==> config.mk <==
export PLATFORM = sky130hd
export DESIGN_NAME = bdh_cfg
export DESIGN_NICKNAME = d
export VERILOG_FILES = /design/src/design/bdh_pkg.sv /design/src/design/bdh_cfg.sv
export SDC_FILE = /design/constraint.sdc
export NUM_CORES = 1
export LEC_CHECK = 0
export BUFFER_PORTS_ARGS = -buffer_cell sky130_fd_sc_hd__buf_2
export CAP_MARGIN = 25
export CORE_UTILIZATION = 49
export DETAILED_ROUTE_END_ITERATION = 6
export GPL_ROUTABILITY_DRIVEN = 0
export PLACE_DENSITY = 0.83
export REMOVE_ABC_BUFFERS = 1
export SLEW_MARGIN = 5
export SYNTH_ARGS = -nofsm -noshare
export SYNTH_HDL_FRONTEND = slang
export SYNTH_SLANG_ARGS = --single-unit
==> constraint.sdc <==
create_clock -name clk_i -period 2 [get_ports clk_i]
set_clock_uncertainty 0.1 [all_clocks]
set_input_delay 0.1 -clock clk_i [delete_from_list [all_inputs] [get_ports clk_i]]
set_output_delay 0.1 -clock clk_i [all_outputs]
set_load 0.02 [all_outputs]
==> src/design/bdh_pkg.sv <==
`default_nettype none
// ----------------------------------------------------------------------------
// bdh_pkg
// Shared types, widths and codes for the button debounce / hold block.
// ----------------------------------------------------------------------------
package bdh_pkg;

  localparam int unsigned NOW_W         = 32;
  localparam int unsigned OUT_W         = 32;
  localparam int unsigned DELAY_W       = 16;
  localparam int unsigned STICKY_W      = 32;
  localparam int unsigned CFG_DATA_W    = 32;
  localparam int unsigned CFG_IDX_W     = 1;
  localparam int unsigned TIME_BITS_DEF = 32;

  localparam logic [DELAY_W-1:0]  DELAY_RST  = DELAY_W'(50);
  localparam logic [STICKY_W-1:0] STICKY_RST = '0;

  typedef enum logic [CFG_IDX_W-1:0] {
    CFG_DEBOUNCE = 1'b0,
    CFG_STICKY   = 1'b1
  } cfg_idx_e;

  typedef enum logic [2:0] {
    PH_RESET = 3'd0,
    PH_START = 3'd1,
    PH_GO    = 3'd2,
    PH_WAIT  = 3'd3,
    PH_TRIG  = 3'd4,
    PH_HELD  = 3'd5,
    PH_REL   = 3'd6
  } phase_e;

  typedef struct packed {
    logic [DELAY_W-1:0]  debounce_delay_ms;
    logic [STICKY_W-1:0] sticky_hold_ms;
  } cfg_t;

  typedef struct packed {
    logic sticky;
    logic released;
    logic held;
    logic pressed;
  } flags_t;

  typedef struct packed {
    logic             pressed;
    logic             held;
    logic             released;
    logic             sticky_held;
    logic [OUT_W-1:0] hold_time_ms;
    logic [OUT_W-1:0] sticky_remaining_ms;
  } result_t;

endpackage
`default_nettype wire

==> src/design/bdh_cfg.sv <==
`default_nettype none
// ----------------------------------------------------------------------------
// bdh_cfg
// Configuration registers: debounce delay and sticky hold duration.
// ----------------------------------------------------------------------------
module bdh_cfg import bdh_pkg::*; (
  input  wire logic                  clk_i,
  input  wire logic                  rst_ni,
  input  wire logic                  cfg_we_i,
  input  wire logic [CFG_IDX_W-1:0]  cfg_idx_i,
  input  wire logic [CFG_DATA_W-1:0] cfg_data_i,
  output cfg_t                       cfg_o
);

  cfg_t cfg_q;

  always_ff @(posedge clk_i or negedge rst_ni) begin
    if (!rst_ni) begin
      cfg_q.debounce_delay_ms <= DELAY_RST;
      cfg_q.sticky_hold_ms    <= STICKY_RST;
    end else if (cfg_we_i) begin
      case (cfg_idx_e'(cfg_idx_i))
        CFG_DEBOUNCE: cfg_q.debounce_delay_ms <= cfg_data_i[DELAY_W-1:0];
        CFG_STICKY:   cfg_q.sticky_hold_ms    <= cfg_data_i[STICKY_W-1:0];
        default: ;
      endcase
    end
  end

  assign cfg_o = cfg_q;

endmodule
`default_nettype wire

==> metrics.yaml, run 1 <==
hold_viol: 0
via_per_inst: 4.72
routed-wl-met3_um: 324
ys_top_cells_by_area: "dfrtp_1, mux2_2, mux2_4"
critical_path.slowest_cell: "buf_2"
antenna_found_initial: 0
r2r_setup_slack_ns: 1.12
vias: 1278
ir_drop_v: 0.000505
grt_overflow: 0
holdCritPathClass: "input port to flop"
required_ns: 2.40
wl_met2_um: 1900
synth_warnings: 0
initial_core_util_pct: 53.1
coreArea_um2: 3440
grt_pass1_vias: 1392
drc: 0
ff2ff_path_depth: 1
die_h_um: 63.1
cts_tree: "yes"
status: "completed"
worstMarginPinSlew_ns: 0.859
synth.top_cell.area_share_pct: 61.6
critical-path-top-delay-family: "buffers and inverters"
top_layer: "met4"
synthesis.area_um2: 1830
clockBufferDepth: 2
critPathMaxFanout: 40
layout-drive-gt1-share_pct: 63.1
rr_startpoint: "cfg_o[23]"
io_buffers: 83
grt_pass1_wl_um: 6520
maxSlewViolCount: 0
cts-root-buf: "clkbuf_8"
seq_area_frac_synth_pct: 66.0
wirelength_met1_um: 1700
startpoint_type: "input port"
critPathBufInv: 3
largest_reg_flops: 48
avgSynthCellArea_um2: 17.7
die_x_um: 63.1
grtUsageTotal_pct: 22.0
whs_path_depth: 4
cts_max_level: 2
die_area_um2: 3980
critPathMaxStageDelay_ns: 0.68
dp.final_hpwl_um: 2340
path_cells: "dlygate4sd3_1 -> buf_2 -> buf_4"
crit_type: "input port to async pin"
clk_latency_ns: 0.28
fin_crit_ns: 1.23
synth_largest_area_cell: "dfrtp_1"
power_mw: 2.40
grt_max_degree: 41
routed_wl_um: 3960
cts_buffers: 5
ys_seq_elements: 48
cp-endpoint: "cfg_o[3]"
critical_path_depth: 3
antennaDiodeCount: 0
finalCritPeriodShare_pct: 61.4
slew_headroom_pct: 42.8
power_density_nw_per_um2: 885
p_leak_nw: 1.32
setup_tns_ns: 0
max_freq_ghz: 0.814
postRouteAntennaNets: 0
drt_pass1_iterations: 3
nets: 260
critPathArrivalTime_ns: 1.63
final_core_utilization_pct: 78.8
ios: 84
setup_viol: 0
critPathLaunch: "rst_ni"
postCtsResizedCells: 0
end_kind: "async pin"
cts.sinks: 48
timing.rr.end: "cfg_o[23]"
drt_iter0_markers: 46
cap_violations: 0
area_delta_synth_final_pct: 48.4
routedWlPerCell_um: 14.6
rows: 21
synth.distinct_cells: 10
grt_setup_unrepaired: "false"
synthCells: 103
path_clk_slew_ns: 0.07
==> synth_stat cells, drive strengths merged <==
cell type and n:
mux2 48, dfrtp 45, buf 5, dfstp 3, nand2 1, nor2b 1
==> how the worst min path moves through the flow <==
| stage | startpoint | end | slack, ns |
|---|---|---|---|
| 3_3_place_gp | rst_ni | cfg_o[2] | 0.13 |
| 4_1_cts | cfg_idx_i | cfg_o[36] | 0.30 |
| 2_1_floorplan | rst_ni | cfg_o[0] | -0.30 |
| 5_1_grt | cfg_idx_i | cfg_o[36] | 0.31 |
| 6_report | cfg_idx_i | cfg_o[36] | 0.31 |
| 3_5_place_dp | rst_ni | cfg_o[34] | 0.15 |
==> tightest hold or removal path: cells and delay by family <==
kind	cells	cell delay (ns)
buffers and inverters	2	0.30
muxes	1	0.22
and+or+nand+nor	1	0.04
==> power breakdown <==
part	switching (mW)	leakage [nW]	internal (mW)
Combinational	0.341	0.717	0.301
Clock	0.282	0.0455	0.282
Sequential	0.0741	0.560	1.12
Total	0.697	1.32	1.70
==> per-layer routing <==
| metal | GRT usage, % | vias to the layer above |
|---|---|---|
| li1 | - | 604 |
| met4 | 7.85 | 0 |
| met3 | 6.52 | 5 |
| met1 | 25.1 | 602 |
| met5 | 0 | - |
| met2 | 38.7 | 67 |
==> through the flow <==
stage	worst slack (ns)	instance area [um^2]	hold WS, ns	cells
after floorplan	0.249	1790	-0.296	98
after global placement	0.770	2290	0.127	230
after detailed placement	0.738	2290	0.154	230
after CTS	0.742	2710	0.298	271
after global routing	0.616	2710	0.314	271
final	0.771	2710	0.310	271
==> cell type report <==
| class | count | area [um^2] |
|---|---|---|
| repair buffers | 119 | 768 |
| fillers | 205 | 731 |
| clock buffers | 8 | 90.1 |
| well taps | 46 | 57.6 |
| flip-flops and latches | 48 | 1200 |
| multi-input cells | 50 | 591 |
==> timing repair <==
action                    in CTS  in global routing
hold buffers                  33                  0
setup buffers                  0                  0
hold endpoints to repair      84                  0
==> logic make-up after synthesis <==
group	Yosys count	synth area share (%)
multiplexers	48	31.6
flip-flops	48	66.0
buffers and inverters	5	1.85
AND/OR/NAND/NOR	2	0.548
==> cells in the final DEF, fill, tap and decap left out <==
master,n
buf_2,83
dfrtp_1,45
mux2_2,36
dlygate4sd3_1,33
mux2_4,10
clkbuf_8,6
dfstp_2,3
buf_4,3
mux2_1,2
clkbuf_1,2
nor2b_2,1
nand2_1,1
Power figures use the tool's default switching activity.
==> run 2, diff against run 1 <==
Settings changed: CORE_UTILIZATION 49 to 41, PLACE_DENSITY 0.83 to 0.74.
Clock period 2 ns to 1.1 ns, I/O delays scaled along.
==> metrics.yaml, run 2 (synthesis results as in run 1) <==
drt_pass1_iterations: 2
slew_headroom_pct: 75.6
largest_reg_flops: 48
dp_slack_ns: -0.00128
postRouteAntennaNets: 0
status: "finished, violations left"
required_ns: 0.94
grt_setup_unrepaired: "true"
design_area_um2: 2840
critPathBufInv: 1
final_core_utilization_pct: 68.4
via_per_inst: 4.73
die_x_um: 68.8
nets: 262
grt_pass1_wl_um: 6210
die_area_um2: 4730
path_cells: "buf_6"
max_freq_ghz: 0.902
ios: 84
coreArea_um2: 4140
cts_buffers: 5
drt_iter0_markers: 42
violations: "negative setup slack"
routed_wl_um: 4000
antenna_found_initial: 0
fill_cells: 292
drc: 0
dpl_cell_area_um2: 2360
critPathArrivalTime_ns: 0.95
rows: 23
io_buffers: 83
ir_drop_v: 0.000926
dp.final_hpwl_um: 2720
postLayoutSetupSlackWorst_ns: -0.00879
layout.cells.most_common: "buf_2"
grt_pass1_vias: 1407
vias: 1310
critical_path.slowest_cell: "dfstp_2"
setup_viol: 3
fin_crit_ns: 1.11
power_mw: 4.73
cts_tree: "yes"
area_delta_synth_final_pct: 55.3
worstMarginPinSlew_ns: 0.366
critPathMaxStageDelay_ns: 0.55
cts-root-buf: "clkbuf_8"
layout_common_cells: "buf_2, dfrtp_1, mux2_2, dlygate4sd3_1, mux2_4"
startpoint_type: "flop"
clockBufferDepth: 2
die_h_um: 68.8
end_kind: "output pin"
cts_setup_buffers: 0
power_density_nw_per_um2: 1670
path_clk_slew_ns: 0.08
layout-drive-gt1-share_pct: 64.3
antennaDiodeCount: 0
hold_ws_ns: 0.111
grt_overflow: 0
routedWlPerCell_um: 14.5
crit_type: "flop to output pin"
grt_max_degree: 25
critical-path-top-delay-family: "flip-flops"
cap_violations: 0
clk_latency_ns: 0.29
finalCritPeriodShare_pct: 101
cts.sinks: 48
maxSlewViolCount: 0
initial_core_util_pct: 44.1
p_leak_nw: 1.37
holdCritPathClass: "input port to async pin"
grtUsageTotal_pct: 18.6
hold_viol: 0
cts_max_level: 2
critPathMaxFanout: 2
## run 2: what timing repair did
item	in CTS	in global routing
endpoints found under the setup margin	3	3
resized for setup	6	0
endpoints found under the hold margin	93	0
hold buffers	33	0
## run 2: final cells by class
cell class | instances | area, um^2 | area share (%)
flip-flops and latches | 48 | 1200 | 42.5
multi-input cells | 50 | 591 | 20.8
clock buffers | 7 | 96.3 | 3.40
clock inverters | 1 | 30.0 | 1.06
well taps | 50 | 62.6 | 2.21
repair buffers | 121 | 852 | 30.0
## run 2: stage by stage
stage	instances	setup TNS, ns
floorplan	98	-17.54
global route	277	-0.141
global placement	236	0
CTS	277	-0.0702
finish	277	-0.0200
detailed placement	236	-0.00174
## run 2: per-layer routing
layer	part of all wire, %	vias up	global-route usage (%)
li1	-	601	-
met1	43	637	20.7
met2	47	67	32.6
met3	7.9	5	6.91
met4	1.3	0	6.12
met5	0	-	0
## run 2: path summary, 6_finish.rpt
path                            startpoint   endpoint  slack, ns  cells past startpoint
min in group clk_i               cfg_idx_i  cfg_o[41]       0.20                      4
worst max register to register   cfg_o[28]  cfg_o[28]       0.19                      1
worst max-delay path             cfg_o[36]  cfg_o[36]     -0.009                      1
worst min-delay path                rst_ni   cfg_o[7]       0.11                      2
worst min register to register   cfg_o[18]  cfg_o[18]       0.41                      1
max in group asynchronous           rst_ni  cfg_o[36]       0.29                      3
## run 2: power by group
part | switching, mW | internal, mW | total [mW]
registers | 0.135 | 2.04 | 2.17
logic | 0.631 | 0.590 | 1.22
clock network | 0.534 | 0.801 | 1.34
total | 1.30 | 3.43 | 4.73
