<file path="src/design/bdh_pkg.sv">
`default_nettype none
// ----------------------------------------------------------------------------
// bdh_pkg
// Shared types, widths and codes for the button debounce / hold block.
// ----------------------------------------------------------------------------
package bdh_pkg;

  localparam int unsigned NOW_W         = 32;
  localparam int unsigned OUT_W         = 32;
  localparam int unsigned DELAY_W       = 16;
  localparam int unsigned STICKY_W      = 32;
  localparam int unsigned CFG_DATA_W    = 32;
  localparam int unsigned CFG_IDX_W     = 1;
  localparam int unsigned TIME_BITS_DEF = 32;

  localparam logic [DELAY_W-1:0]  DELAY_RST  = DELAY_W'(50);
  localparam logic [STICKY_W-1:0] STICKY_RST = '0;

  typedef enum logic [CFG_IDX_W-1:0] {
    CFG_DEBOUNCE = 1'b0,
    CFG_STICKY   = 1'b1
  } cfg_idx_e;

  typedef enum logic [2:0] {
    PH_RESET = 3'd0,
    PH_START = 3'd1,
    PH_GO    = 3'd2,
    PH_WAIT  = 3'd3,
    PH_TRIG  = 3'd4,
    PH_HELD  = 3'd5,
    PH_REL   = 3'd6
  } phase_e;

  typedef struct packed {
    logic [DELAY_W-1:0]  debounce_delay_ms;
    logic [STICKY_W-1:0] sticky_hold_ms;
  } cfg_t;

  typedef struct packed {
    logic sticky;
    logic released;
    logic held;
    logic pressed;
  } flags_t;

  typedef struct packed {
    logic             pressed;
    logic             held;
    logic             released;
    logic             sticky_held;
    logic [OUT_W-1:0] hold_time_ms;
    logic [OUT_W-1:0] sticky_remaining_ms;
  } result_t;

endpackage
`default_nettype wire

</file>
<file path="src/design/bdh_fsm.sv">
`default_nettype none
// ----------------------------------------------------------------------------
// bdh_fsm
// Phase machine, timer start stamps and event flags; one step per poll.
// ----------------------------------------------------------------------------
module bdh_fsm import bdh_pkg::*; #(
  parameter int unsigned TIME_BITS = TIME_BITS_DEF
) (
  input  wire logic             clk_i,
  input  wire logic             rst_ni,
  input  wire logic             step_i,
  input  wire logic             level_i,
  input  wire logic [NOW_W-1:0] now_i,
  input  cfg_t                  cfg_i,
  output result_t               res_o
);

  // compare width: at least as wide as the outputs and the sticky duration
  localparam int unsigned CW = (TIME_BITS > OUT_W) ? TIME_BITS : OUT_W;

  phase_e                phase_q, phase_d;
  flags_t                flags_q, flags_d;
  logic [TIME_BITS-1:0]  db_start_q, db_start_d;
  logic [TIME_BITS-1:0]  st_start_q, st_start_d;
  logic [TIME_BITS-1:0]  hd_start_q, hd_start_d;

  logic [TIME_BITS-1:0]  now_t;
  logic [CW-1:0]         st_el_old, db_el, hd_el, st_el_new, st_dur, db_dur, st_rem;

  always_ff @(posedge clk_i or negedge rst_ni) begin
    if (!rst_ni) begin
      phase_q    <= PH_RESET;
      flags_q    <= '0;
      db_start_q <= '0;
      st_start_q <= '0;
      hd_start_q <= '0;
    end else if (step_i) begin
      phase_q    <= phase_d;
      flags_q    <= flags_d;
      db_start_q <= db_start_d;
      st_start_q <= st_start_d;
      hd_start_q <= hd_start_d;
    end
  end

  always_comb begin
    now_t      = TIME_BITS'(now_i);
    st_dur     = CW'(cfg_i.sticky_hold_ms);
    db_dur     = CW'(cfg_i.debounce_delay_ms);
    st_el_old  = CW'(TIME_BITS'(now_t - st_start_q));
    db_el      = CW'(TIME_BITS'(now_t - db_start_q));

    phase_d    = phase_q;
    flags_d    = flags_q;
    db_start_d = db_start_q;
    st_start_d = st_start_q;
    hd_start_d = hd_start_q;

    // sticky timer expiry is checked against the stamp before this poll
    if (st_el_old >= st_dur) flags_d.sticky = 1'b0;

    case (phase_q)
      PH_START: phase_d = level_i ? PH_RESET : PH_GO;
      PH_GO: begin
        db_start_d = now_t;
        phase_d    = PH_WAIT;
      end
      PH_WAIT: begin
        if (level_i)              phase_d = PH_RESET;
        else if (db_el >= db_dur) phase_d = PH_TRIG;
      end
      PH_TRIG: begin
        phase_d         = PH_HELD;
        flags_d.pressed = 1'b1;
        flags_d.sticky  = 1'b1;
        hd_start_d      = now_t;
        st_start_d      = now_t;
      end
      PH_HELD: begin
        flags_d.pressed = 1'b0;
        flags_d.held    = 1'b1;
        if (level_i) phase_d = PH_REL;
      end
      PH_REL: begin
        flags_d.held     = 1'b0;
        flags_d.released = 1'b1;
        phase_d          = PH_RESET;
      end
      default: begin
        // reset phase, and the unused code: keep only the sticky flag
        flags_d.pressed  = 1'b0;
        flags_d.held     = 1'b0;
        flags_d.released = 1'b0;
        hd_start_d       = now_t;
        phase_d          = PH_START;
      end
    endcase

    hd_el     = CW'(TIME_BITS'(now_t - hd_start_d));
    st_el_new = CW'(TIME_BITS'(now_t - st_start_d));
    st_rem    = (st_el_new >= st_dur) ? '0 : (st_dur - st_el_new);

    res_o.pressed             = flags_d.pressed;
    res_o.held                = flags_d.held;
    res_o.released            = flags_d.released;
    res_o.sticky_held         = flags_d.sticky;
    res_o.hold_time_ms        = hd_el[OUT_W-1:0];
    res_o.sticky_remaining_ms = st_rem[OUT_W-1:0];
  end

  // pressed pulse only ever stands while the machine sits in held
  a_pressed_phase: assert property (@(posedge clk_i) disable iff (!rst_ni)
    flags_q.pressed |-> phase_q == PH_HELD)
    else $error("pressed flag outside held phase");

  a_held_phase: assert property (@(posedge clk_i) disable iff (!rst_ni)
    flags_q.held |-> (phase_q == PH_HELD || phase_q == PH_REL))
    else $error("held flag outside held/released phases");

  a_released_phase: assert property (@(posedge clk_i) disable iff (!rst_ni)
    flags_q.released |-> phase_q == PH_RESET)
    else $error("released flag outside reset phase");

  a_trig_entry: assert property (@(posedge clk_i) disable iff (!rst_ni)
    $rose(phase_q == PH_TRIG) |-> $past(phase_q) == PH_WAIT)
    else $error("triggered phase entered from other than wait");

endmodule
`default_nettype wire

</file>
<file path="config.mk">
export PLATFORM = sky130hd
export DESIGN_NAME = bdh_fsm
export DESIGN_NICKNAME = d
export VERILOG_FILES = /design/src/design/bdh_pkg.sv /design/src/design/bdh_fsm.sv
export SDC_FILE = /design/constraint.sdc
export NUM_CORES = 1
export LEC_CHECK = 0
export BUFFER_PORTS_ARGS = -buffer_cell sky130_fd_sc_hd__buf_2
export CELL_PAD_IN_SITES_DETAIL_PLACEMENT = 0
export CELL_PAD_IN_SITES_GLOBAL_PLACEMENT = 1
export CORE_UTILIZATION = 49
export DETAILED_ROUTE_END_ITERATION = 12
export PLACE_DENSITY = 0.95
export REMOVE_ABC_BUFFERS = 1
export SLEW_MARGIN = 0
export SYNTH_ARGS = -nofsm -noshare
export SYNTH_HDL_FRONTEND = slang
export SYNTH_SLANG_ARGS = --single-unit
export TNS_END_PERCENT = 5
</file>
<file path="constraint.sdc">
create_clock -name clk_i -period 16 [get_ports clk_i]
set_input_delay 0.8 -clock clk_i [delete_from_list [all_inputs] [get_ports clk_i]]
set_output_delay 0.8 -clock clk_i [all_outputs]
set_load 0.02 [all_outputs]
</file>
==> impl_metrics.toml, run 1 <==
[global_route]
overflow = 0
grt_first_pass_wirelength_mm = 61.6
largest_net_degree_at_the_start_of_global_routing = 64
vias_in_the_first_global_route = 12800
grtUsageTotal = 0.262
grt_antenna_before_repair = 0

[yosys]
syn-instance-count = 1843
synth_top_flop_cell = "sky130_fd_sc_hd__dfrtp_1"
synthesis.yosys.warnings = 0
async_flop_share = 1.00
post_synth.cell_area_avg_um2 = 7.61
synth-seq-area-share = 0.184
synth_top_area_cell = "sky130_fd_sc_hd__dfrtp_1"
syn_area_mm2 = 0.0140
post_synth_edffs = 0
synth.lib_cells_used.distinct = 85
yosys-top-cells-area = "sky130_fd_sc_hd__dfrtp_1, sky130_fd_sc_hd__ha_1, sky130_fd_sc_hd__a21oi_1, sky130_fd_sc_hd__o21ai_0, sky130_fd_sc_hd__nor2_1"
post_synth_most_frequent_cells = "sky130_fd_sc_hd__ha_1, sky130_fd_sc_hd__a21oi_1, sky130_fd_sc_hd__nor2_1"
ys_seq_elements = 103
synth.most_common_cell = "sky130_fd_sc_hd__ha_1"
synth_top_area_share = 0.184

[routing]
avgRoutedWirePerCell_um = 16.2
drc_violation_count_after_routing = 0
routed_via_density = 5.77
routed-via-count = 13500
route.final.wire_length_mm = 38.0
ant_nets = 0
detail_route.iter0.violations = 701
dr.pass1.iters = 5

[critical_path]
cp_data_required_time_ns = 15.20
crit_path_max_fanout = 29
worst_path_most_repeated_cell = "sky130_fd_sc_hd__a21oi_1"
cp_slowest_cell = "sky130_fd_sc_hd__or3b_1"
setup.worst_path.class = "reg -> out"
end_point_of_the_critical_path = "res_o[31]"
r2r-end = "flags_q[3]"
timing.critical_path.from = "phase_q[2]"
cp_data_arrival_time_ns = 7.22
slowest_delay_ns = 0.60
critical_path.reg2reg.startpoint = "st_start_q[0]"
timing.critical_path.from_type = "flop"
r2r.worst_path.cells = 19
worst_setup_path_end_kind = "output port"
r2r_setup_slack_ns = 10.94

[flow_run]
drv_cap = 0

[clock_tree]
cts_hold_repair.buffers = 0
post_cts_resize_count = 0
clkSinkCount = 103
cts_root_buffer = "sky130_fd_sc_hd__clkbuf_16"
bufs_on_longest_clock_path = 2
path_clk_slew_ns = 0.09
cts_htree_levels = 3
clock_insertion_delay_worst_skew_ns = 0.37
cts-buffers-inserted = 9
clock_tree_from_tritoncts = "yes"
post-cts-setup-buffers = 0

[floorplan]
fp-row-count = 61
die_y_um = 171
die_w_um = 171
core_area_mm2 = 0.0280
start_util = 0.501
floorplan.io_pins = 152
design.die.area_mm2 = 0.0293

[sta]
worst_hold_slack_ns = 0.444
final_min_period_over_clock_period = 0.501
slew_headroom = 0.385
rsz_0062_raised_after_global_routing = "false"
setup_total_negative_slack_ns = 0
fmax_mhz = 125
final_slew_viol_count = 0
finalSetupViolations = 0
hold_viol = 0
worst_pin_slew_ns = 0.919
timing.final.crit_period_ns = 8.02
clock_skew_ns = 0.0192
post-route-worst-setup-slack_ns = 7.98

[layout]
sequential_cell_area_mm2 = 0.00258
fin_area_mm2 = 0.0154
proportion_of_layout_cells_with_a_drive_suffix_above_1 = 0.117
final_nets = 2256
nFillCells = 2698
multi_input_comb_area_mm2 = 0.0106
area_growth_syn_to_layout_pct = 9.89
antenna_cells = 0

[placement]
pre_cts_ws_ns = 8.35
place_congestion = 0.909
dpl_cell_area_mm2 = 0.0151
port_buffers = 151
dp.final_hpwl_mm = 31.1

[status]
outcome = "complete, no violations"

[hold_path]
worstHoldPathType = "in -> async"
stage by stage:
stage               utilization  std cells
floorplan                     -       1795
CTS                       0.550       2347
finish                    0.550       2347
global placement          0.540       2331
global route              0.550       2347
detailed placement        0.540       2331
cells in the final DEF, fill, tap and decap left out, types with 11 or more instances in the layout:
master and count:
sky130_fd_sc_hd__o21bai_1 18, sky130_fd_sc_hd__xnor2_1 70, sky130_fd_sc_hd__nand3_1 34, sky130_fd_sc_hd__o21a_1 26, sky130_fd_sc_hd__and3_1 19, sky130_fd_sc_hd__dfrtp_1 103, sky130_fd_sc_hd__or3_1 13, sky130_fd_sc_hd__a211oi_1 13
sky130_fd_sc_hd__nor2_1 168, sky130_fd_sc_hd__o21ai_0 144, sky130_fd_sc_hd__nor2b_1 21, sky130_fd_sc_hd__nand2b_1 21, sky130_fd_sc_hd__a31oi_1 14, sky130_fd_sc_hd__mux2i_1 35, sky130_fd_sc_hd__o31ai_1 11, sky130_fd_sc_hd__inv_1 165
sky130_fd_sc_hd__xor2_1 48, sky130_fd_sc_hd__a21o_1 70, sky130_fd_sc_hd__a21oi_1 188, sky130_fd_sc_hd__nand4_1 27, sky130_fd_sc_hd__mux2_2 25, sky130_fd_sc_hd__buf_2 150, sky130_fd_sc_hd__nor4_1 11, sky130_fd_sc_hd__nand2_1 163
sky130_fd_sc_hd__nor3_1 31, sky130_fd_sc_hd__ha_1 203
metal layers:
layer	GRT usage	vias to the layer above	part of all wire
met5	0	-	0
met4	0.127	0	0.043
met3	0.0205	92	0.038
met2	0.426	333	0.44
met1	0.350	6246	0.48
li1	-	6876	-
layout make-up:
type / instances / share of cell area
tap: 378 / 0.0307
inverter: 166 / 0.0404
sequential: 103 / 0.167
clock inverter: 7 / 0.00398
clock buffer: 9 / 0.0146
multi-input combinational: 1526 / 0.691
timing repair buffer: 158 / 0.0526
worst min path at each step:
stage | depth (start not counted) | slack, ns | from | to
6_report | 1 | 0.44 | rst_ni | db_start_q[11]
5_1_grt | 1 | 0.49 | rst_ni | db_start_q[16]
4_1_cts | 1 | 0.46 | rst_ni | db_start_q[13]
3_5_place_dp | 1 | 0.49 | hd_start_q[22] | hd_start_q[22]
3_3_place_gp | 1 | 0.49 | hd_start_q[16] | hd_start_q[16]
2_1_floorplan | 2 | 0.47 | flags_q[3] | flags_q[3]
cell families (layout without fill, tap and decap cells):
logic type	after synthesis	after routing	share of synthesized area
adders and majority gates	209	209	0.189
AOI/OAI and AO/OA	585	585	0.263
DFF	103	103	0.184
and+or+nand+nor	554	554	0.187
muxes	60	60	0.0450
buffers and inverters	214	340	0.0591
xor gates and xnor gates	118	118	0.0737
state kept, by name, indices dropped and copies added (netlist names):
name and flops:
phase_q 3, st_start_q 32, hd_start_q 32, db_start_q 32, flags_q 4
worst max-delay path, delay by kind of cell, from the launching register on:
kind            cells  cell delay [ns]
xor+xnor            1             0.10
fa+ha+maj           3             0.84
buf+inv             2             0.21
compound gates     15             3.44
flops               1             0.59
simple gates        6             1.67
Power of run 1 is not shown: default switching activity piles up to over one toggle a cycle in this logic, so the estimate is an artifact.
==> run 2: changes to the inputs <==
Settings changed: ABC_AREA from default to 1, CORE_UTILIZATION 49 to 43, PLACE_DENSITY 0.95 to 0.91.
Clock period 16 ns to 7.85 ns, I/O delays scaled along.
==> run 2 against run 1 <==
Against the previous run: via count grew 16%; clock-buffer cell count grew 2; setup slack lost 6.5 ns; utilization shrank 6.5 points; critical endpoint is now res_o[2]; first-iteration DRC count grew 49%; wire length grew 32%; register-to-register slack lost 7.1 ns.
==> impl_metrics.toml, run 2 <==
[status]
outcome = "complete, no violations"

[yosys]
synth.lib_cells_used.distinct = 51
synthesis.yosys.warnings = 0
post_synth_most_frequent_cells = "sky130_fd_sc_hd__nand2_1, sky130_fd_sc_hd__inv_1, sky130_fd_sc_hd__o21ai_0"
synth_top_flop_cell = "sky130_fd_sc_hd__dfrtp_1"
synth-seq-area-share = 0.173
ys_seq_elements = 103
post_synth.cell_area_avg_um2 = 6.30
async_flop_share = 1.00
synth_top_area_cell = "sky130_fd_sc_hd__dfrtp_1"
syn-instance-count = 2364
post_synth_edffs = 0
synth.most_common_cell = "sky130_fd_sc_hd__nand2_1"
syn_area_mm2 = 0.0149
synth_top_area_share = 0.173
yosys-top-cells-area = "sky130_fd_sc_hd__dfrtp_1, sky130_fd_sc_hd__ha_1, sky130_fd_sc_hd__nand2_1, sky130_fd_sc_hd__inv_1, sky130_fd_sc_hd__o21ai_0"

[sta]
setup_total_negative_slack_ns = 0
final_min_period_over_clock_period = 0.813
timing.final.crit_period_ns = 6.38
fmax_mhz = 157
final_slew_viol_count = 0
slew_headroom = 0.272
rsz_0062_raised_after_global_routing = "false"
finalSetupViolations = 0
hold_viol = 0
clock_skew_ns = 0.00457
worst_pin_slew_ns = 1.09

[placement]
dp.final_hpwl_mm = 43.0
place_congestion = 0.979
port_buffers = 151

[critical_path]
setup.worst_path.class = "reg -> out"
worst_setup_path_end_kind = "output port"
crit_path_max_fanout = 32
timing.critical_path.from_type = "flop"
cp_data_required_time_ns = 7.46
cp_data_arrival_time_ns = 5.99

[routing]
routed_via_density = 5.31
ant_nets = 0
dr.pass1.iters = 7
route.final.wire_length_mm = 50.1
drc_violation_count_after_routing = 0
avgRoutedWirePerCell_um = 17.0
routed-via-count = 15700
detail_route.iter0.violations = 1045

[clock_tree]
path_clk_slew_ns = 0.07
post-cts-setup-buffers = 0
clkSinkCount = 103
cts_root_buffer = "sky130_fd_sc_hd__clkbuf_16"
cts_htree_levels = 3
clock_tree_from_tritoncts = "yes"
bufs_on_longest_clock_path = 2
clock_insertion_delay_worst_skew_ns = 0.36
cts-buffers-inserted = 9

[layout]
sequential_cell_area_mm2 = 0.00258
layout.cells.most_common_list = "sky130_fd_sc_hd__nand2_1, sky130_fd_sc_hd__inv_1, sky130_fd_sc_hd__o21ai_0"
top_regs = "db_start_q x32, hd_start_q x32, st_start_q x32"
finished_core_util = 0.486
multi_input_comb_area_mm2 = 0.0108
final_nets = 2788
proportion_of_layout_cells_with_a_drive_suffix_above_1 = 0.0920
area_growth_syn_to_layout_pct = 10.1
leading_cell_type_in_the_layout_fill_and_taps_excluded = "sky130_fd_sc_hd__nand2_1"
nFillCells = 3575

[global_route]
grt_first_pass_wirelength_mm = 79.8
grtUsageTotal = 0.285
vias_in_the_first_global_route = 15400
largest_net_degree_at_the_start_of_global_routing = 72
overflow = 0
grt_antenna_before_repair = 1

[floorplan]
floorplan.io_pins = 152
design.die.area_mm2 = 0.0354
die_y_um = 188
fp-row-count = 67
core_area_mm2 = 0.0338
die_w_um = 188
start_util = 0.441

[hold_path]
worstHoldPathType = "in -> reg"

[flow_run]
drv_cap = 0
-- run 2: final cells by class --
| class | instances | share of cell area |
|---|---|---|
| clock inverter | 4 | 0.00183 |
| sequential | 103 | 0.157 |
| multi-input combinational | 1852 | 0.657 |
| tap | 448 | 0.0342 |
| clock buffer | 11 | 0.0154 |
| inverter | 373 | 0.0855 |
| antenna | 1 | 0.000152 |
| timing repair buffer | 157 | 0.0491 |
-- run 2: routing by layer --
layer  track usage  share of wire  up-vias
met5             0              0        -
met4         0.123          0.040        0
met3        0.0247          0.049       88
met2         0.482           0.46      424
met1         0.371           0.45     7146
li1              -              -     8003
-- run 2: metrics by stage --
stage	worst slack, ns	instance area [um^2]	std cells	hold WS (ns)
floorplan	2.41	14800	2328	0.0969
global placement	2.06	16100	2932	0.361
detailed placement	1.86	16100	2932	0.362
CTS	1.46	16400	2948	0.388
global route	0.904	16400	2949	0.413
finish	1.47	16400	2949	0.409
-- run 2: final timing paths --
check,end,slack [ns],cells after the start,from
min in group asynchronous,db_start_q[2],0.52,2,rst_ni
setup / recovery,res_o[2],1.47,25,phase_q[2]
max in group asynchronous,hd_start_q[26],5.99,3,rst_ni
hold reg to reg,hd_start_q[25],0.48,2,hd_start_q[25]
setup reg to reg,flags_q[3],3.83,24,st_start_q[0]
hold / removal,st_start_q[31],0.41,3,now_i[31]
-- run 2: cells by family (layout without fill, tap and decap cells) --
logic type,after synthesis,after routing,synth area share
and+or+nand+nor,980,980,0.275
other,0,1,0
buffers and inverters,409,545,0.104
DFF,103,103,0.173
adders and majority gates,208,208,0.177
xor gates and xnor gates,126,126,0.0740
AOI/OAI and AO/OA,538,538,0.197
-- run 2: critical path: stages, from the launching register on --
cell and delay (ns):
sky130_fd_sc_hd__dfrtp_1 0.50, sky130_fd_sc_hd__nand2_2 0.12, sky130_fd_sc_hd__nor2_4 0.46, sky130_fd_sc_hd__inv_4 0.15, sky130_fd_sc_hd__o21ai_0 0.19, sky130_fd_sc_hd__ha_1 0.16
sky130_fd_sc_hd__inv_1 0.06, sky130_fd_sc_hd__fa_1 0.40, sky130_fd_sc_hd__nand3_1 0.10, sky130_fd_sc_hd__nand3_1 0.18, sky130_fd_sc_hd__a21oi_1 0.33, sky130_fd_sc_hd__o21ai_0 0.18
sky130_fd_sc_hd__a21oi_1 0.32, sky130_fd_sc_hd__o21ai_1 0.15, sky130_fd_sc_hd__a21oi_1 0.18, sky130_fd_sc_hd__xor2_1 0.09, sky130_fd_sc_hd__ha_1 0.36, sky130_fd_sc_hd__nand2_1 0.12
sky130_fd_sc_hd__nor2_1 0.20, sky130_fd_sc_hd__inv_1 0.10, sky130_fd_sc_hd__nor4_1 0.29, sky130_fd_sc_hd__nand2_1 0.09, sky130_fd_sc_hd__nand2_1 0.08, sky130_fd_sc_hd__nand2_2 0.33
sky130_fd_sc_hd__nor3b_1 0.28, sky130_fd_sc_hd__buf_2 0.19
-- run 2: repair_timing --
item / in CTS / in global routing
endpoints found under the hold margin: 32 / 0
hold buffers: 1 / 0
gates resized for setup: 0 / 0
Power of run 2 is left out for the same reason.
==> run 3: changes to the inputs <==
Settings changed: ABC_AREA 1 to 0, CORE_UTILIZATION 43 to 41, PLACE_DENSITY 0.91 to 0.88.
Clock period 7.85 ns to 5.31 ns, I/O delays scaled along.
==> run 3 against run 2 <==
Against the previous run: sequential share of layout area decreased by 0.98 points; global-route usage decreased by 4.4 points; hold slack got worse by 0.16 ns; clock-buffer cell count decreased by 1; flip-flop and latch count unchanged; non-clock buffer count increased by 194; design area increased by 6.7%; first-iteration DRC count decreased by 26%; via count decreased by 7.8%; the run now ends with negative setup slack left; utilization increased by 3.5 points.
==> impl_metrics.toml, run 3 (synthesized netlist as in run 1, its figures left out) <==
[clock_tree]
cts_htree_levels = 3
clock_insertion_delay_worst_skew_ns = 0.36
cts-buffers-inserted = 9
clock_tree_from_tritoncts = "yes"
path_clk_slew_ns = 0.08
cts_root_buffer = "sky130_fd_sc_hd__clkbuf_16"
bufs_on_longest_clock_path = 2
clkSinkCount = 103

[sta]
finalSetupViolations = 33
hold_viol = 0
final_min_period_over_clock_period = 1.16
post-route-worst-setup-slack_ns = -0.851
worst_pin_slew_ns = 1.07
fmax_mhz = 162
rsz_0062_raised_after_global_routing = "true"
clock_skew_ns = 0.0114
slew_headroom = 0.282
final_slew_viol_count = 0
timing.final.crit_period_ns = 6.16

[critical_path]
critical_path.reg2reg.startpoint = "st_start_q[1]"
timing.critical_path.from_type = "flop"
cp_data_arrival_time_ns = 5.90
timing.critical_path.max_delay_family = "compound AO/OA/AOI/OAI gates"
worst_setup_path_end_kind = "output port"
worst_path_bufs_invs = 6
worst_path_most_repeated_cell = "sky130_fd_sc_hd__buf_6"
cp_data_required_time_ns = 5.04
r2r.worst_path.cells = 22
slowest_delay_ns = 0.40
timing.critical_path.from = "phase_q[0]"
crit_path_max_fanout = 7
cp_slowest_cell = "sky130_fd_sc_hd__dfrtp_1"
crit_cells = 29
setup.worst_path.class = "reg -> out"

[hold_path]
worst_hold_path.num_cells = 3
hold_start = "now_i[15]"
worstHoldPathType = "in -> reg"

[global_route]
grt_antenna_before_repair = 1
grt_first_pass_wirelength_mm = 68.7
grt-busiest-layer = "met2"
overflow = 0
vias_in_the_first_global_route = 13800
grtUsageMet2 = 0.409
grt_util_met3 = 0.0205
grtUsageTotal = 0.241
largest_net_degree_at_the_start_of_global_routing = 63
globalRouteMet1Util = 0.321

[routing]
ant_nets = 0
routed_via_density = 5.53
detail_route.iter0.violations = 777
routed-via-count = 14400
drc_violation_count_after_routing = 0
avgRoutedWirePerCell_um = 16.5
dr.pass1.iters = 6
route.final.wire_length_mm = 43.1

[floorplan]
die_w_um = 187
core_area_mm2 = 0.0336
design.die.area_mm2 = 0.0350
start_util = 0.417
fp-row-count = 67
floorplan.io_pins = 152
die_y_um = 187

[layout]
top_regs = "db_start_q x32, hd_start_q x32, st_start_q x32"
final_nets = 2449
sequential_cell_area_mm2 = 0.00258
layout.cells.most_common_list = "sky130_fd_sc_hd__buf_4, sky130_fd_sc_hd__ha_1, sky130_fd_sc_hd__a21oi_1"
nFillCells = 3198
finished_core_util = 0.521
multi_input_comb_area_mm2 = 0.0110
leading_cell_type_in_the_layout_fill_and_taps_excluded = "sky130_fd_sc_hd__buf_4"
proportion_of_layout_cells_with_a_drive_suffix_above_1 = 0.224
area_growth_syn_to_layout_pct = 24.8

[flow_run]
drv_cap = 0

[placement]
pre_cts_ws_ns = -0.744
dp.final_hpwl_mm = 34.9
place_congestion = 0.935
port_buffers = 151

[status]
violations_in_the_final_reports = "negative setup slack"
outcome = "finished, violations left"
[run 3: cell types whose count changed in the layout (fill, tap and decap cells not counted), moves of 20 or more]
cell,delta
sky130_fd_sc_hd__o21ai_0,-94
sky130_fd_sc_hd__nand2b_1,+21
sky130_fd_sc_hd__xor2_1,-26
sky130_fd_sc_hd__mux2i_1,+34
sky130_fd_sc_hd__nand3_1,-41
sky130_fd_sc_hd__buf_4,+193
sky130_fd_sc_hd__nand2_1,-445
sky130_fd_sc_hd__inv_1,-201
sky130_fd_sc_hd__a21o_1,+55
sky130_fd_sc_hd__nor2b_1,+20
sky130_fd_sc_hd__nor2_1,-23
sky130_fd_sc_hd__a21oi_1,-24
sky130_fd_sc_hd__mux2_2,+25
[run 3: repair_timing]
action                     CTS  global route
setup buffers               24             9
hold buffers                 1             0
gates cloned                 2             1
setup endpoints to repair   33            44
hold endpoints to repair    41             0
resized for setup           62            55
pin swaps                   47            26
[run 3: cell type report]
cell class | count | area share
timing repair buffer | 351 | 0.140
clock buffer | 10 | 0.0137
antenna | 1 | 0.000143
multi-input combinational | 1526 | 0.629
sequential | 103 | 0.147
inverter | 166 | 0.0356
clock inverter | 6 | 0.00300
tap | 448 | 0.0320
[run 3: metrics by stage]
step	hold WS, ns	area [um^2]	setup TNS [ns]	std cells
after CTS	0.235	17200	-19.48	2602
final	0.250	17500	-25.33	2611
after global placement	0.316	16400	-17.19	2560
after detailed placement	0.320	16400	-22.60	2560
after global routing	0.266	17500	-32.67	2611
after floorplan	-0.0301	13800	-112.41	1795
[run 3: final timing paths]
kind | to | slack [ns]
hold reg to reg | hd_start_q[21] | 0.50
setup reg to reg | flags_q[3] | 0.59
hold / removal | st_start_q[15] | 0.25
setup / recovery | res_o[31] | -0.85
min in group asynchronous | db_start_q[10] | 0.47
max in group asynchronous | hd_start_q[23] | 3.66
[run 3: worst register-to-register path, cell delays in order, from the launching register on]
cell	delay, ns
sky130_fd_sc_hd__dfrtp_1	0.36
sky130_fd_sc_hd__inv_1	0.08
sky130_fd_sc_hd__buf_4	0.13
sky130_fd_sc_hd__ha_1	0.22
sky130_fd_sc_hd__nor2b_1	0.12
sky130_fd_sc_hd__o21ai_1	0.15
sky130_fd_sc_hd__a21boi_1	0.16
sky130_fd_sc_hd__o41a_1	0.36
sky130_fd_sc_hd__o31ai_2	0.23
sky130_fd_sc_hd__buf_4	0.16
sky130_fd_sc_hd__a31oi_1	0.11
sky130_fd_sc_hd__o31ai_1	0.25
sky130_fd_sc_hd__o21ai_0	0.21
sky130_fd_sc_hd__o41ai_2	0.31
sky130_fd_sc_hd__xnor2_1	0.21
sky130_fd_sc_hd__ha_1	0.29
sky130_fd_sc_hd__a21o_1	0.16
sky130_fd_sc_hd__a21o_1	0.17
sky130_fd_sc_hd__a21oi_1	0.17
sky130_fd_sc_hd__o2111ai_2	0.17
sky130_fd_sc_hd__a211o_1	0.33
sky130_fd_sc_hd__buf_4	0.15
sky130_fd_sc_hd__o21ai_0	0.13
[run 3: routing by layer]
metal | wire length (um) | vias to the layer above
met5 | 0 | -
met4 | 1420 | 0
met3 | 1740 | 67
met2 | 20100 | 358
met1 | 19900 | 6749
li1 | - | 7259
Power of run 3 is left out for the same reason.
